### src/hw/rtl/swnh_pkg.sv
`timescale 1ns / 1ps
`default_nettype none
// ----------------------------------------------------------------------------
// swnh_pkg: shared types and constants
// Opcodes, result limits, queue status and the sequencer states of the
// nearest wall crossing block.
// ----------------------------------------------------------------------------
package swnh_pkg;

	localparam logic OP_LOAD  = 1'b0;
	localparam logic OP_QUERY = 1'b1;

	localparam int DIST_W = 17;
	localparam logic [DIST_W-1:0] DIST_MAX = 17'h1FFFF;

	localparam int CFG_W = 9;
	// register index decoded from paddr[2]
	localparam logic REG_WALL_COUNT = 1'b0;

	typedef struct packed {
		logic full;
		logic empty;
	} q_stat_t;

	typedef enum logic [1:0] {
		ST_IDLE,
		ST_SCAN,
		ST_ROOT
	} back_state_t;

endpackage : swnh_pkg
`default_nettype wire

### src/hw/rtl/swnh_queue.sv
`timescale 1ns / 1ps
`default_nettype none
// ----------------------------------------------------------------------------
// swnh_queue: two-entry item queue
// Decouples the accepting front from the scanning back.
// ----------------------------------------------------------------------------
module swnh_queue import swnh_pkg::*; #(
	parameter int W = 74
) (
	input  wire logic         clk,
	input  wire logic         arst_n,
	input  wire logic         push,
	input  wire logic [W-1:0] push_item,
	input  wire logic         pop,
	output logic      [W-1:0] pop_item,
	output q_stat_t           stat
);

	logic [W-1:0] ent_q [2];
	logic         wr_ptr_q;
	logic         rd_ptr_q;
	logic [1:0]   cnt_q;

	// store pushed beat
	always_ff @(posedge clk) begin
		if (push) begin
			ent_q[wr_ptr_q] <= push_item;
		end
	end

	// advance pointers and fill count
	always_ff @(posedge clk or negedge arst_n) begin
		if (!arst_n) begin
			wr_ptr_q <= 1'b0;
			rd_ptr_q <= 1'b0;
			cnt_q    <= 2'd0;
		end else begin
			if (push) begin
				wr_ptr_q <= ~wr_ptr_q;
			end
			if (pop) begin
				rd_ptr_q <= ~rd_ptr_q;
			end
			case ({push, pop})
				2'b10:   cnt_q <= cnt_q + 2'd1;
				2'b01:   cnt_q <= cnt_q - 2'd1;
				default: cnt_q <= cnt_q;
			endcase
		end
	end

	assign pop_item   = ent_q[rd_ptr_q];
	assign stat.full  = (cnt_q == 2'd2);
	assign stat.empty = (cnt_q == 2'd0);

endmodule : swnh_queue
`default_nettype wire

### config.mk
export PLATFORM = sky130hd
export DESIGN_NAME = swnh_queue
export DESIGN_NICKNAME = d
export VERILOG_FILES = /design/src/hw/rtl/swnh_pkg.sv /design/src/hw/rtl/swnh_queue.sv
export SDC_FILE = /design/constraint.sdc
export NUM_CORES = 1
export LEC_CHECK = 0
export BUFFER_PORTS_ARGS = -buffer_cell sky130_fd_sc_hd__clkbuf_2
export CAP_MARGIN = 25
export CORE_MARGIN = 10
export CORE_UTILIZATION = 45
export CTS_CLUSTER_DIAMETER = 50
export DETAILED_ROUTE_END_ITERATION = 8
export PLACE_DENSITY = 0.77
export SLEW_MARGIN = 30
export SYNTH_ARGS = -nofsm -noshare
export SYNTH_HDL_FRONTEND = slang
export SYNTH_SLANG_ARGS = --single-unit
### constraint.sdc
create_clock -name clk -period 7.3 [get_ports clk]
set_input_delay 0.365 -clock clk [delete_from_list [all_inputs] [get_ports clk]]
set_output_delay 0.365 -clock clk [all_outputs]
set_load 0.02 [all_outputs]
==> Yosys cells after proc, flatten, opt, wreduce, memory -nomap -nowiden <==
Memory sizes are Yosys's and may differ from the RTL's.
Index checks and enable logic that the tools add are counted.
{ "word_totals": {"word_cells": 16, "in_bits": 78, "mem_count": 1, "mem_bits_rw": 148, "ff_bits": 4} }
{ "mem_list": {"columns": ["name", "depth", "width", "read_ports", "rd_ports_with_merged_regs", "write_ports", "line_no", "source"], "rows": [
  ["ent_q", 2, 74, 1, 0, 1, "swnh_queue.sv:19", "logic [W-1:0] ent_q [2];"]
]} }
{ "classes": {"n_addsub": 2, "bitwise": 2, "reduce_logical": 2, "n_mux": 3, "n_eq_ne": 3} }
{ "ops": {"columns": ["op", "n"], "rows": [
  ["== test 2 bit (second input constant)", 2],
  ["case mux 2 bit (2 select lines)", 1],
  ["adder 2 x 1 -> 2 bit (second input constant)", 1],
  ["== test 2 x 1 -> 1 bit (second input constant)", 1],
  ["zero test 2 bit", 1],
  ["two-way mux 1 bit", 2],
  ["NOT 1 bit", 2],
  ["nonzero test 2 bit", 1],
  ["subtractor 2 x 1 -> 2 bit (second input constant)", 1]
]} }

==> Depth between registers and ports, before layout <==
Gate-level depths: netlist (run 1).
{ "logic_depth": {"word_depth": 2, "mapped_depth": 5, "depth_no_buf": 5} }

==> Worst setup path after synthesis (run 1) <==
No wires, ideal clock.
{ "synth_path": {"path_type": "input -> register", "from": "in push", "to": "mem ent_q[0][0] (enable)", "t_arrival_ns": 3.526, "path_stages": 2, "path_slack_ns": 3.265, "required_ns": 6.791, "path_cell_list": "inv_1 -> nor2_1"} }
{ "synth_via": {"elab_chain_len": 2} }
{ "synth_lines": {"columns": ["element", "line_no", "source"], "rows": [
  ["from (decl)", "swnh_queue.sv:12", "input wire logic push,"],
  ["two-way mux 1 bit", "swnh_queue.sv:26", "if (push) begin"],
  ["two-way mux 1 bit (implied by the code)", "swnh_queue.sv:27", "ent_q[wr_ptr_q] <= push_item;"],
  ["to (decl)", "swnh_queue.sv:19", null]
]} }
No other way between the ends.

==> Worst setup path after layout (run 1) <==
{ "layout_path": {"from": "reg rd_ptr_q", "to": "out pop_item[2]"} }
{ "layout_via": {"elab_chain_len": 1} }
{ "layout_lines": {"columns": ["element", "line_no", "source"], "rows": [
  ["from (decl)", "swnh_queue.sv:21", "logic rd_ptr_q;"],
  ["from (signal assigned)", "swnh_queue.sv:42", "rd_ptr_q <= ~rd_ptr_q;"],
  ["memory read (2 x 74 bit)", null, null],
  ["to (decl)", "swnh_queue.sv:15", "output logic [W-1:0] pop_item,"]
]} }
No other way between the ends.

==> impl_metrics.tcl, run 1 <==
set metrics [dict create \
    status "finished, final reports clean" \
    path_depth 3 \
    p_clk_frac 0.296 \
    end_kind "output pin" \
    cp_top_family "buffers and inverters" \
    worst_hold_path.endpoint "ent_q[0][69]" \
    finish.utilization 0.587 \
    cts-buffers-inserted 17 \
    wl_per_cell_um 17.7 \
    p_int_mw 2.18 \
    cts-root-buf "clkbuf_16" \
    grt_max_degree 45 \
    drive_gt1_frac 0.612 \
    port_buffers 153 \
    clockBufferDepth 2 \
    synthAdderAreaFrac 0.00218 \
    ctsHoldBuffers 1 \
    setup_viol 0 \
    synth_area_per_cell_um2 23.3 \
    grt-ovfl-total 0 \
    grt_pass1_wl_um 16600 \
    max-cap-violations 0 \
    hp-class "primary input to flip-flop" \
    clock-sinks 152 \
    drc 0 \
    dieArea_um2 17600 \
    synth_compound_area_frac 0 \
    slew_headroom 0.471 \
    fin_crit_ns 2.82 \
    tns_ns 0 \
    synth_top_family_by_area "multiplexers" \
    worst_r2r_path_depth 3 \
    rr_startpoint "wr_ptr_q" \
    worst_path_max_delay_cell "dfrtp_4" \
    antenna_found_initial 0 \
    cp.arrival_ns 2.46 \
    max_freq_ghz 0.354 \
    synth_cell_types 13 \
    yosys_warnings 0 \
    cts_resized 0 \
    row_count 41 \
    vdd.ir_drop.worst_uv 222 \
    htree_levels 4 \
    syn_nets 325 \
    gp_congestion 0.679 \
    nNetsFinal 494 \
    pwr-share-seq 0.398 \
    hp-start "push_item[69]" \
    synth-simple-area-share 0.00415 \
    firstDrtPassIters 4 \
    synth-xor-area-share 0.00765 \
    synth_seq_cells 152 \
    groute.usage.overall 0.122 \
    crit_fanout 44 \
    p_sw_uw 936 \
    syn_inst 246 \
    n_antenna_cell 0 \
    swShare 0.300 \
    ant_nets 0 \
    totalWireLength_um 10600 \
    period_share 0.387 \
    ios 154 \
    r2r_slack_ns 5.32 \
    slew_violations 0 \
    via_per_inst 4.72 \
    core-area_um2 12500 \
    rsz0062_at_grt "no" \
    combPwrFrac 0.305 \
    synth.top_cell.area_share 0.776 \
    leakage_nw 2.95 \
    power_per_cell_area_nw_per_um2 424 \
    worst_pin_slew_ns 0.793 \
    fin_skew_ns 0.00657 \
    synth_top_cell_by_area "edfxtp_1" \
    cts_tree "yes" \
    clkLatencyLatePin_ns 0.42 \
    clk_pin_slew_worst_paths_ns 0.06 \
    worstSetupStartpointType "flip-flop" \
    crit_chain "buf_4 > mux2_2 > clkbuf_2" \
    synth_area_um2 5730 \
    start_util 0.458 \
    via_count 2830 \
    fp.dieH_um 133 \
    whs_path_depth 1 \
    r2r_end "ent_q[0][67]" \
    critical_path_class "flip-flop to output pin" \
    crit_required_ns 6.93 \
    ys_seq_area_frac 0.794 \
    max_stage_delay_ns 0.74 \
    synth.area.top_cells "edfxtp_1 78%, mux2_4 13%, mux2_2 4.7%" \
    cts_setup_buffers 0 \
    grt_pass1_vias 3163 \
    die_x_um 133 \
    crit_buf_inv 2 \
    muxShareOfSynthArea 0.178 \
    first_iter_violations 147 \
    hold_viol 0 \
    syn2layout_area_growth_pct 28.4 \
]
==> Yosys cell counts <==
cell type,number
mux2_4,50
and2_1,1
buf_2,2
mux2_2,24
xor2_1,3
buf_6,6
xnor2_1,2
dfrtp_1,4
nor2_1,3
nor2b_1,1
edfxtp_1,148
inv_1,1
ha_1,1
==> registers in the layout, indices dropped and copies added (netlist names) <==
| register | cells |
|---|---|
| cnt_q | 2 |
| ent_q | 148 |
| rd_ptr_q | 1 |
| wr_ptr_q | 1 |
==> final cells by class <==
cell class                      instances  area [um2]
Fill cell                             967        5160
Sequential cell                       152        4550
Multi-Input combinational cell         85        1110
Timing Repair Buffer                  158         838
Clock buffer                           19         433
Tap cell                              172         215
Clock inverter                         13         203
Inverter                                1        3.75
==> cell families (layout without fill, tap and decap cells) <==
kind of cell               after synthesis  after routing
xor gates and xnor gates                 5              5
adders and majority gates                1              1
buffers and inverters                    9            191
DFF                                    152            152
muxes                                   74             74
and+or+nand+nor                          5              5
==> power groups by stage <==
stage | clock network, mW | logic (mW) | registers (mW)
final | 0.925 | 0.953 | 1.24
after global routing | 0.982 | 1.02 | 1.26
after CTS | 0.944 | 0.968 | 1.25
after detailed placement | 0 | 0.965 | 1.27
after global placement | 0 | 0.950 | 1.26
after floorplan | 0 | 0.737 | 1.22
==> per-layer routing <==
layer | routed length [um] | GRT usage | share of wire
met4 | 210 | 0.0575 | 0.020
met5 | 0 | 0 | 0
met1 | 4240 | 0.133 | 0.40
met3 | 746 | 0.0583 | 0.070
met2 | 5410 | 0.198 | 0.51
==> worst register-to-register path, stage by stage (launching register included) <==
cell,delay (ns)
dfrtp_1,0.42
nor2_4,0.43
buf_16,0.23
buf_4,0.49
==> stage by stage <==
step                setup slack (ns)  total power [mW]  hold slack (ns)  instances  cell area, um2
finish                          4.48              3.12            0.132        600            7350
global route                    4.33              3.26            0.114        600            7350
CTS                             4.40              3.16            0.112        599            7320
detailed placement              4.86              2.23            0.176        566            6680
global placement                4.86              2.21            0.173        565            6660
floorplan                       3.27              1.96           0.0694        246            5730
==> how the worst max path moves through the flow <==
stage	start	endpoint
detailed placement	rd_ptr_q	pop_item[10]
floorplan	push	ent_q[0][0]
CTS	rd_ptr_q	pop_item[10]
finish	rd_ptr_q	pop_item[2]
global route	rd_ptr_q	pop_item[10]
global placement	rd_ptr_q	pop_item[2]
==> placed cells by master (no fill, tap or decap) <==
cell type,count
xnor2_1,2
buf_12,1
dfrtp_1,3
dlygate4sd3_1,1
bufinv_16,5
nor2b_1,1
clkinvlp_4,3
clkbuf_1,2
ha_1,1
clkbuf_16,17
edfxtp_1,148
clkinv_2,1
xor2_1,3
and2_4,1
clkinv_4,2
nor2_4,1
inv_1,1
nor2_1,2
mux2_2,24
mux2_4,50
dfrtp_4,1
clkbuf_2,153
buf_4,2
buf_16,1
clkinv_1,2
Note: power is estimated with default switching activity, not from simulation.
==> inputs of run 2 (changes only) <==
Settings changed: PLACE_DENSITY 0.77 to 0.8.
Clock period 7.3 ns to 2.5 ns, I/O delays scaled along.
==> run 2 against run 1 <==
Wire length grew 15%. Sequential cell count is the same. Combinational power grew to 3.1 times the previous value. Power grew to 3.0 times the previous value. Final cell count grew 13%. Utilization grew 6.2 points. Via count grew 10%.
==> impl_metrics.tcl, run 2 (synthesis results as in run 1) <==
set metrics [dict create \
    fp.dieH_um 133 \
    groute.usage.overall 0.143 \
    htree_levels 4 \
    max-cap-violations 0 \
    port_buffers 153 \
    ios 154 \
    fin_crit_ns 2.09 \
    crit_required_ns 2.38 \
    hp-class "primary input to async pin" \
    clkLatencyLatePin_ns 0.42 \
    ant_nets 0 \
    cts-root-buf "clkbuf_16" \
    power_per_cell_area_nw_per_um2 1150 \
    top_regs "ent_q: 148 flops, cnt_q: 2 flops" \
    cts_tree "yes" \
    use_met2 0.248 \
    grt-ovfl-total 0 \
    tns_ns 0 \
    max_stage_delay_ns 0.59 \
    cts-buffers-inserted 17 \
    met1_usage 0.147 \
    layout_common_cells "153 x clkbuf_2, 148 x edfxtp_1, 77 x dlygate4sd3_1" \
    placed_cell_area_um2 6710 \
    critical_path_class "flip-flop to output pin" \
    rr_startpoint "wr_ptr_q" \
    finish.utilization 0.649 \
    final_common_cell "clkbuf_2" \
    grt_pass1_vias 3588 \
    slew_headroom 0.652 \
    clockBufferDepth 2 \
    hold_viol 0 \
    end_kind "output pin" \
    firstDrtPassIters 4 \
    fin_hold_ws_ns 0.0743 \
    largest_reg_flops 148 \
    syn2layout_area_growth_pct 41.9 \
    grt_max_degree 39 \
    setup_slack_ns 0.408 \
    first_iter_violations 152 \
    via_count 3118 \
    largest-register "ent_q" \
    antenna_found_initial 0 \
    dieArea_um2 17600 \
    drc 0 \
    setup_viol 0 \
    drive_gt1_frac 0.522 \
    fin_skew_ns 0.00368 \
    gp_congestion 0.686 \
    clk_pin_slew_worst_paths_ns 0.06 \
    dp_hpwl_um 7750 \
    cp.arrival_ns 1.97 \
    leakage_nw 3.29 \
    grt-busiest-layer "met2" \
    row_count 41 \
    vdd.ir_drop.worst_uv 671 \
    start_util 0.458 \
    worst_path_max_delay_cell "dfrtp_4" \
    period_share 0.837 \
    slew_violations 0 \
    totalWireLength_um 12200 \
    clock-sinks 152 \
    fillCellCount 861 \
    status "finished, final reports clean" \
    grt_pass1_wl_um 19500 \
    via_per_inst 4.60 \
    rsz0062_at_grt "no" \
    worstSetupStartpointType "flip-flop" \
    die_x_um 133 \
    crit_fanout 21 \
    wl_per_cell_um 18.0 \
    dp_slack_ns 0.834 \
    fin_area_um2 8130 \
    startpoint "rd_ptr_q" \
    max_freq_ghz 0.478 \
    cts_setup_buffers 0 \
    n_antenna_cell 0 \
    crit_chain "buf_4 > mux2_2 > clkbuf_2" \
    nNetsFinal 572 \
    gr-usage-met3 0.0640 \
    core-area_um2 12500 \
    worst_pin_slew_ns 0.522 \
]
[run 2: where the power goes]
part           leakage, nW  internal (mW)  switching, mW
Sequential            1.43           3.39          0.201
Clock                0.311           1.82          0.934
Combinational         1.54           1.32           1.65
Total                 3.29           6.52           2.79
[run 2: repair_timing]
| item | 4_1_cts | 5_1_grt |
|---|---|---|
| endpoints found under the setup margin | 0 | 0 |
| gates resized for setup | 0 | 0 |
| hold endpoints to repair | 154 | 0 |
| hold buffers | 77 | 0 |
[run 2: cell type report]
| class | count | area (um2) | share of cell area |
|---|---|---|---|
| multi-input combinational | 85 | 1110 | 0.137 |
| clock buffer | 23 | 468 | 0.0576 |
| sequential | 152 | 4550 | 0.560 |
| tap | 172 | 215 | 0.0265 |
| timing repair buffer | 236 | 1610 | 0.198 |
| clock inverter | 9 | 173 | 0.0213 |
| inverter | 1 | 3.75 | 0.000462 |
[run 2: worst paths after layout]
check / endpoint / depth (start not counted) / slack [ns]
worst max register to register: ent_q[1][30] / 2 / 1.04
worst min register to register: cnt_q[1] / 1 / 0.50
worst max-delay path: pop_item[70] / 3 / 0.41
worst min-delay path: cnt_q[1] / 2 / 0.07
min in group clk: ent_q[1][1] / 2 / 0.43
max in group asynchronous: rd_ptr_q / 2 / 2.28
[run 2: worst max-delay path: cells and delay by family, from the launching register on]
| kind | cells | cell delay (ns) |
|---|---|---|
| mux | 1 | 0.38 |
| flops | 1 | 0.59 |
| buf+inv | 2 | 0.56 |
[run 2: routing by layer]
metal / vias up / share of wire
met1: 1530 / 0.38
met5: - / 0
met2: 106 / 0.54
met4: 0 / 0.013
li1: 1468 / -
met3: 14 / 0.070
[run 2: per-stage QoR]
stage | power, mW | cells
floorplan | 5.70 | 246
global placement | 6.50 | 569
detailed placement | 6.55 | 569
CTS | 9.41 | 678
global route | 9.73 | 678
finish | 9.31 | 678
