==> src/hw/rtl/swnh_pkg.sv <==
`timescale 1ns / 1ps
`default_nettype none
// ----------------------------------------------------------------------------
// swnh_pkg: shared types and constants
// Opcodes, result limits, queue status and the sequencer states of the
// nearest wall crossing block.
// ----------------------------------------------------------------------------
package swnh_pkg;

	localparam logic OP_LOAD  = 1'b0;
	localparam logic OP_QUERY = 1'b1;

	localparam int DIST_W = 17;
	localparam logic [DIST_W-1:0] DIST_MAX = 17'h1FFFF;

	localparam int CFG_W = 9;
	// register index decoded from paddr[2]
	localparam logic REG_WALL_COUNT = 1'b0;

	typedef struct packed {
		logic full;
		logic empty;
	} q_stat_t;

	typedef enum logic [1:0] {
		ST_IDLE,
		ST_SCAN,
		ST_ROOT
	} back_state_t;

endpackage : swnh_pkg
`default_nettype wire

==> src/hw/rtl/swnh_front.sv <==
`timescale 1ns / 1ps
`default_nettype none
// ----------------------------------------------------------------------------
// swnh_front: register port and item intake
// Holds wall_count, accepts beats, drops out-of-range loads and pushes the
// rest into the queue.
// ----------------------------------------------------------------------------
module swnh_front import swnh_pkg::*; #(
	parameter int MAX_WALLS  = 256,
	parameter int COORD_BITS = 16,
	localparam int IW = 4 * COORD_BITS + 10,
	localparam int CW = $clog2(MAX_WALLS + 1)
) (
	input  wire logic                         clk,
	input  wire logic                         arst_n,
	input  wire logic                         psel,
	input  wire logic                         penable,
	input  wire logic                         pwrite,
	input  wire logic [2:0]                   paddr,
	input  wire logic [31:0]                  pwdata,
	output logic      [31:0]                  prdata,
	output logic                              pready,
	input  wire logic                         start,
	output logic                              busy,
	input  wire logic                         op,
	input  wire logic [7:0]                   wall_index,
	input  wire logic signed [COORD_BITS-1:0] start_x,
	input  wire logic signed [COORD_BITS-1:0] start_y,
	input  wire logic signed [COORD_BITS-1:0] end_x,
	input  wire logic signed [COORD_BITS-1:0] end_y,
	input  wire logic                         end_of_batch,
	input  q_stat_t                           q_stat,
	output logic                              push,
	output logic      [IW-1:0]                push_item,
	output logic      [CW-1:0]                limit
);

	logic [CFG_W-1:0] wall_count_q;
	logic             accept;
	logic             slot_ok;

	// register write
	always_ff @(posedge clk or negedge arst_n) begin
		if (!arst_n) begin
			wall_count_q <= '0;
		end else if (psel && penable && pwrite && (paddr[2] == REG_WALL_COUNT)) begin
			wall_count_q <= pwdata[CFG_W-1:0];
		end
	end

	assign pready = 1'b1;
	assign prdata = (paddr[2] == REG_WALL_COUNT) ? 32'(wall_count_q) : 32'd0;

	// clamp the scan length to the table depth
	assign limit = (32'(wall_count_q) > MAX_WALLS) ? CW'(MAX_WALLS) : CW'(wall_count_q);

	// classify and push
	assign busy    = q_stat.full;
	assign accept  = start && !busy;
	assign slot_ok = (32'(wall_index) < MAX_WALLS);
	assign push    = accept && ((op == OP_QUERY) || slot_ok);
	assign push_item = {op, wall_index, start_x, start_y, end_x, end_y, end_of_batch};

endmodule : swnh_front
`default_nettype wire

==> config.mk <==
export PLATFORM = sky130hd
export DESIGN_NAME = swnh_front
export DESIGN_NICKNAME = d
export VERILOG_FILES = /design/src/hw/rtl/swnh_pkg.sv /design/src/hw/rtl/swnh_front.sv
export SDC_FILE = /design/constraint.sdc
export NUM_CORES = 1
export LEC_CHECK = 0
export ABC_AREA = 1
export BUFFER_PORTS_ARGS = -buffer_cell sky130_fd_sc_hd__buf_4
export CAP_MARGIN = 20
export CELL_PAD_IN_SITES_DETAIL_PLACEMENT = 0
export CELL_PAD_IN_SITES_GLOBAL_PLACEMENT = 2
export CORE_ASPECT_RATIO = 0.9
export CORE_UTILIZATION = 11
export CTS_CLUSTER_SIZE = 40
export DETAILED_ROUTE_END_ITERATION = 10
export GPL_TIMING_DRIVEN = 0
export PLACE_DENSITY_LB_ADDON = 0.1
export SLEW_MARGIN = 15
export SYNTH_ARGS = -nofsm -noshare
export SYNTH_HDL_FRONTEND = slang
export SYNTH_SLANG_ARGS = --single-unit
==> constraint.sdc <==
create_clock -name clk -period 2.05 [get_ports clk]
set_input_delay 0 -clock clk [delete_from_list [all_inputs] [get_ports clk]]
set_output_delay 0 -clock clk [all_outputs]
set_load 0.02 [all_outputs]
# Yosys cells after proc, flatten, opt, wreduce, memory -nomap -nowiden
# Cells that the tools add are included.
# totals
ram_bits	0
elab_cells	10
mem_count	0
latch_bits	0
register_bits	9
rom_bits	0
output_inout_bits	118
# op_classes
n_eq_ne	0
n_mux	2
bitwise_logic	1
magnitude_cmp	1
n_div	0
n_shift	0
mul	0
n_reduce_logical	5
n_addsub	0
# op_table
op	count
9-bit 2-to-1 mux	2
9-bit > comparator (second input constant)	1
1-bit logical AND	4
1-bit logical NOT	1
1-bit inverter	1

# Longest topological paths before layout
# Gate-level depths: netlist of run 1.
# logic_depth
ltp_word	3
ltp_mapped	6
mapped_depth_nobuf	5

# Worst setup path before layout of run 1
# No wires, ideal clock.
# synth_path
kind	reg-to-output
start	reg wall_count_q[6]
end	out limit[0]
path_stages_with_launch	6
arrival_time_ns	0.984
slack_ns	1.066
path_cell_list	dfrtp_1 -> nor2_1 -> nand2_1 -> nor2_1 -> nor2_1 -> nor2_1
# synth_between
elab_chain_len	2
# synth_rtl
element	line	rtl
from (decl)	swnh_front.sv:38	logic [CFG_W-1:0] wall_count_q;
from (signal assigned)	swnh_front.sv:47	wall_count_q <= pwdata[CFG_W-1:0];
9-bit > comparator	swnh_front.sv:55	assign limit = (32'(wall_count_q) > MAX_WALLS) ? CW'(MAX_WALLS) : CW'(wall_count_q);
9-bit 2-to-1 mux	swnh_front.sv:55	
to (decl)	swnh_front.sv:35	output logic [CW-1:0] limit
# Every way passes these cells.

# Worst setup path in the final report of run 1
# layout_path
start	reg wall_count_q[4]
end	out limit[3]
# The elaborated chain is that of the path after synthesis.

==> results of run 1 <==
area by class of cell:
cell class,count,area [µm²]
fill,1295,8600
timing repair buffer,112,848
buffer,102,769
multi-input combinational,69,324
sequential,9,225
tap,152,190
clock buffer,3,75.1
inverter,11,43.8
clock inverter,1,5.00
through the flow:
| stage | total power, mW | hold slack, ns |
|---|---|---|
| floorplan | 0.692 | -0.296 |
| global placement | 0.961 | -0.163 |
| detailed placement | 0.963 | -0.164 |
| CTS | 1.32 | 0.00223 |
| global route | 1.38 | 0.0146 |
| finish | 1.30 | 0.00583 |
cell families (layout without fill, tap and decap cells):
| logic type | after synthesis | in the layout | synth area share |
|---|---|---|---|
| AO/OA/AOI/OAI | 9 | 9 | 0.0616 |
| buffers and inverters | 113 | 229 | 0.635 |
| AND/OR/NAND/NOR | 36 | 36 | 0.121 |
| flip-flops | 9 | 9 | 0.176 |
| other | 2 | 24 | 0.00587 |
worst max-delay path: stages (launching register included):
cell,delay (ns)
dfrtp_1,0.34
nor2_1,0.06
nand2_1,0.06
nor2_1,0.04
nor2_1,0.46
nor2_1,0.10
buf_4,0.18
worst max-delay path by stage:
stage	from	to	slack, ns	cells after the start
after floorplan	wall_count_q[6]$_DFFE_PN0P_	limit[0]	1.07	5
after global placement	wall_count_q[1]$_DFFE_PN0P_	limit[3]	0.75	6
after detailed placement	wall_count_q[4]$_DFFE_PN0P_	limit[3]	0.73	6
after CTS	wall_count_q[4]$_DFFE_PN0P_	limit[3]	0.47	6
after global routing	wall_count_q[4]$_DFFE_PN0P_	limit[3]	0.34	6
final	wall_count_q[4]$_DFFE_PN0P_	limit[3]	0.58	6
Yosys cell counts, drive strengths merged:
cell type	count
buf	101
nor2	33
nand2	2
conb	2
inv	11
clkbuf	1
nand4	1
a21oi	9
dfrtp	9
routing by layer:
| layer | global-route usage | vias up | routed length (µm) |
|---|---|---|---|
| li1 | - | 660 | - |
| met1 | 0.0585 | 538 | 1360 |
| met2 | 0.123 | 92 | 2260 |
| met3 | 0.0280 | 2 | 524 |
| met4 | 0.0110 | 0 | 17 |
| met5 | 0 | - | 0 |
where the power goes:
group | internal [mW] | switching (mW) | leakage (nW)
registers | 0.212 | 0.0158 | 0.0958
logic | 0.346 | 0.378 | 1.29
clock network | 0.257 | 0.0883 | 0.0409
total | 0.815 | 0.482 | 1.42
repair_timing:
action	in CTS	in global routing
hold buffers	3	0
gates resized for setup	0	0
endpoints found under the hold margin	11	0
==> results_dict.tcl, run 1 <==
set metrics [dict create \
    outcome "complete, no violations" \
    start_kind "register" \
    yosysTopAreaCell "buf_4" \
    globalplace.congestion 0.603 \
    die_y_um 104 \
    largestRegisters "wall_count_q: 9 flops" \
    finalHoldViolCount 0 \
    hold_depth 3 \
    layout_common_cells "208 x buf_4, 32 x nor2_1, 24 x conb_1" \
    finClkSkew_ns 0 \
    r2r-end "wall_count_q[4]$_DFFE_PN0P_" \
    rows 36 \
    final_layout_size_suffix_gt1_frac 0.736 \
    path_class "reg2out" \
    critical_path_arrival_ns 1.47 \
    relSlewSlack 0.593 \
    yosysWarnings 0 \
    max_cap_violations 0 \
    min_from "pwdata[0]" \
    fin_cells 459 \
    p_leak_nw 1.42 \
    grt_max_degree 11 \
    finalMaxSlewViolations 0 \
    placed_cell_area_mm2 0.00237 \
    grt_pass1_vias 1169 \
    drt_iter0_drc 9 \
    finalCritPeriodShare 0.719 \
    synth_area_mm2 0.00128 \
    vias 1292 \
    nets 425 \
    setup_viol 0 \
    area_growth_syn_to_layout_pct 93.8 \
    dpl.hpwl_um 3650 \
    grt_overflow_total 0 \
    required_ns 2.05 \
    cts_made_buffers 3 \
    irDropWorstVdd_v 0.000253 \
    core_region_area_mm2 0.0111 \
    post_cts_buffers 0 \
    antenna_left 0 \
    clock.fmax_ghz 0.678 \
    setup_slack_ns 0.575 \
    grt_pass1_wl_um 5740 \
    final_common_cell "buf_4" \
    die_w_um 116 \
    hp-class "in2reg" \
    design.portCount 235 \
    cts_root_buf "clkbuf_16" \
    ys_types 12 \
    fin_crit_ns 1.47 \
    drt_first_pass_iters 2 \
    r2r-start "wall_count_q[4]$_DFFE_PN0P_" \
    htreeDepth 1 \
    start_util 0.116 \
    routedWlPerCell_um 9.08 \
    fin_util 0.224 \
    reg2reg_depth 2 \
    ctsLongestPathBuffers 2 \
    ys_top_cells_by_area "buf_4 58%, dfrtp_1 18%, nor2_1 9.4%, a21oi_2 6.2%, inv_1 2.9%" \
    synth-seq-area-share 0.176 \
    portBuffers 109 \
    largest_reg_flops 9 \
    grt.total_usage 0.0625 \
    finalSetupTns_ns 0 \
    n_antenna_cell 0 \
    holdPathEnd "wall_count_q[0]$_DFFE_PN0P_" \
    cts.sinks 9 \
    max_slew.worst_pin.slew_ns 0.608 \
    ys_ff_latch 9 \
    clk_latency_ns 0.24 \
    cts_tree "built" \
    fin_area_mm2 0.00248 \
    path_clk_slew_ns 0.04 \
    die_area_mm2 0.0121 \
    dp_cells 452 \
    top_register "wall_count_q" \
    worstSetupEndpointType "output port" \
    drc 0 \
    synth_top_area_frac 0.581 \
    synthCells 169 \
    viasPerCell 2.81 \
    synth_area_per_cell_um2 7.57 \
    crit_fanout 8 \
    regToRegSetupSlack_ns 1.40 \
    p_per_area_mw_per_mm2 523 \
    pre_cts_ws_ns 0.733 \
    finalWirelength_um 4170 \
    rsz0062_at_grt "false" \
    antenna_found_initial 0 \
]
Note: power is estimated with default switching activity, not from simulation.
==> run 2: changes to the inputs <==
--- a/config.mk
+++ b/config.mk
@@ -11,7 +11,7 @@
 export CELL_PAD_IN_SITES_DETAIL_PLACEMENT = 0
 export CELL_PAD_IN_SITES_GLOBAL_PLACEMENT = 2
 export CORE_ASPECT_RATIO = 0.9
-export CORE_UTILIZATION = 11
+export CORE_UTILIZATION = 10
 export CTS_CLUSTER_SIZE = 40
 export DETAILED_ROUTE_END_ITERATION = 10
 export GPL_TIMING_DRIVEN = 0
==> constraint.sdc (replaced) <==
create_clock -name clk -period 1.3 [get_ports clk]
set_input_delay 0 -clock clk [delete_from_list [all_inputs] [get_ports clk]]
set_output_delay 0 -clock clk [all_outputs]
set_load 0.02 [all_outputs]
==> run 2 against run 1 <==
The flow now finishes with violations (negative setup slack). Largest power group unchanged. Combinational power increased by 64%. Critical path type unchanged. Non-clock buffer count up 2. Count of clock-buffer cells in the layout stayed put. Global-route usage decreased by 0.82 points.
==> results_dict.tcl, run 2 (synthesis results as in run 1) <==
set metrics [dict create \
    outcome "finished with violations" \
    violations "negative setup slack" \
    area_growth_syn_to_layout_pct 98.2 \
    ctsLongestPathBuffers 2 \
    worst-path-buf-inv 1 \
    drt_iter0_drc 22 \
    path_class "reg2out" \
    cts_made_buffers 3 \
    hold_depth 3 \
    routedWlPerCell_um 8.45 \
    die_area_mm2 0.0133 \
    required_ns 1.30 \
    n_antenna_cell 0 \
    clk_latency_ns 0.23 \
    reg2reg_depth 3 \
    power_mw 2.10 \
    drt_first_pass_iters 2 \
    clock.fmax_ghz 0.767 \
    crit_family "simple AND/OR/NAND/NOR gates" \
    fin_util 0.207 \
    crit_fanout 8 \
    core_region_area_mm2 0.0123 \
    final_common_cell "buf_4" \
    slowest_stage "dfrtp_1" \
    irDropWorstVdd_v 0.000291 \
    regToRegSetupSlack_ns 0.51 \
    finalHoldViolCount 0 \
    fin_crit_ns 1.30 \
    grt.total_usage 0.0542 \
    antenna_found_initial 0 \
    p_per_area_mw_per_mm2 827 \
    layout_common_cells "207 x buf_4, 26 x nor2_1, 24 x conb_1" \
    critical_path_arrival_ns 1.30 \
    htreeDepth 1 \
    antenna_left 0 \
    max_stage_delay_ns 0.38 \
    largestRegisters "wall_count_q: 9 flops" \
    top_register "wall_count_q" \
    grt_pass1_vias 1027 \
    drc 0 \
    design.portCount 235 \
    r2r-end "wall_count_q[7]$_DFFE_PN0P_" \
    r2r-start "wall_count_q[7]$_DFFE_PN0P_" \
    rsz0062_at_grt "true" \
    path_clk_slew_ns 0.04 \
    grt_max_degree 11 \
    max_cap_violations 0 \
    dpl.hpwl_um 3360 \
    finalCritPeriodShare 1.00 \
    die_y_um 109 \
    largest_reg_flops 9 \
    viasPerCell 2.70 \
    rows 38 \
    finClkSkew_ns 0 \
    placed_cell_area_mm2 0.00238 \
    cts.sinks 9 \
    setup_viol 1 \
    dp_cells 460 \
    hp-class "in2reg" \
    setup_slack_ns -0.00437 \
    crit_chain "nor2_2 -> nand2_1 -> nor2_2 -> nor2_4 -> nor2_1 -> buf_4" \
    portBuffers 109 \
    vias 1267 \
    holdPathEnd "wall_count_q[3]$_DFFE_PN0P_" \
    die_w_um 121 \
    p_leak_nw 1.44 \
    grt_pass1_wl_um 5310 \
    cts_root_buf "clkbuf_16" \
    min_from "pwdata[3]" \
    cp_common_cell "nor2_2" \
    nets 427 \
    start_kind "register" \
    cts_tree "built" \
    finalMaxSlewViolations 0 \
    fin_area_mm2 0.00254 \
    start_util 0.104 \
    grt_overflow_total 0 \
    worstSetupEndpointType "output port" \
    finalWirelength_um 3960 \
    fin_cells 469 \
    final_layout_size_suffix_gt1_frac 0.757 \
    globalplace.congestion 0.588 \
]
-- run 2: changes by cell type in the layout (fill, tap and decap cells not counted) --
cell | previous run | this run
buf_4 | 208 | 207
buf_6 | 2 | 5
nor2_1 | 32 | 26
nor2_2 | 1 | 6
nor2_4 | 0 | 1
-- run 2: cell type report --
| cell class | count | area [µm²] |
|---|---|---|
| buffer | 102 | 769 |
| clock buffer | 3 | 75.1 |
| clock inverter | 1 | 5.00 |
| fill | 1397 | 9730 |
| inverter | 11 | 43.8 |
| multi-input combinational | 69 | 344 |
| sequential | 9 | 225 |
| tap | 160 | 200 |
| timing repair buffer | 114 | 875 |
-- run 2: worst max-delay path by stage --
stage	from	to	slack (ns)	depth (start not counted)
finish	wall_count_q[6]$_DFFE_PN0P_	limit[7]	-0.004	6
global route	wall_count_q[6]$_DFFE_PN0P_	limit[5]	-0.13	6
CTS	wall_count_q[4]$_DFFE_PN0P_	limit[1]	-0.03	6
detailed placement	wall_count_q[6]$_DFFE_PN0P_	limit[1]	-0.12	6
global placement	wall_count_q[7]$_DFFE_PN0P_	limit[2]	-0.16	6
floorplan	wall_count_q[6]$_DFFE_PN0P_	limit[0]	0.32	5
-- run 2: per-stage QoR --
step	hold WS, ns	setup WS [ns]	TNS [ns]
final	0.00267	-0.00437	-0.00437
after global routing	0.0147	-0.128	-0.893
after CTS	0.0000881	-0.0269	-0.145
after detailed placement	-0.163	-0.120	-0.863
after global placement	-0.161	-0.156	-1.21
after floorplan	-0.296	0.316	0
-- run 2: where the power goes --
group / internal [mW] / switching [mW] / total (mW)
combinational: 0.575 / 0.612 / 1.19
sequential: 0.334 / 0.0289 / 0.363
clock: 0.406 / 0.142 / 0.548
total: 1.31 / 0.783 / 2.10
-- run 2: per-layer routing --
metal / part of all wire / vias to the layer above / track usage / routed length, µm
li1: - / 660 / - / -
met1: 0.34 / 497 / 0.0548 / 1360
met2: 0.51 / 108 / 0.105 / 2010
met3: 0.15 / 2 / 0.0244 / 584
met4: 0.0013 / 0 / 0.00529 / 5
met5: 0 / - / 0 / 0
-- run 2: worst reg2reg max path: stages, from the launching register on --
cell and delay (ns):
dfrtp_1 0.38, buf_4 0.14, inv_1 0.10, a21oi_2 0.06
-- run 2: repair_timing --
item                                    CTS  global route
hold endpoints to repair                 11             0
setup buffers                             0             2
pin swaps                                 2             3
hold buffers                              3             0
endpoints found under the setup margin    8             8
resized for setup                         3             7
gates cloned                              0             0
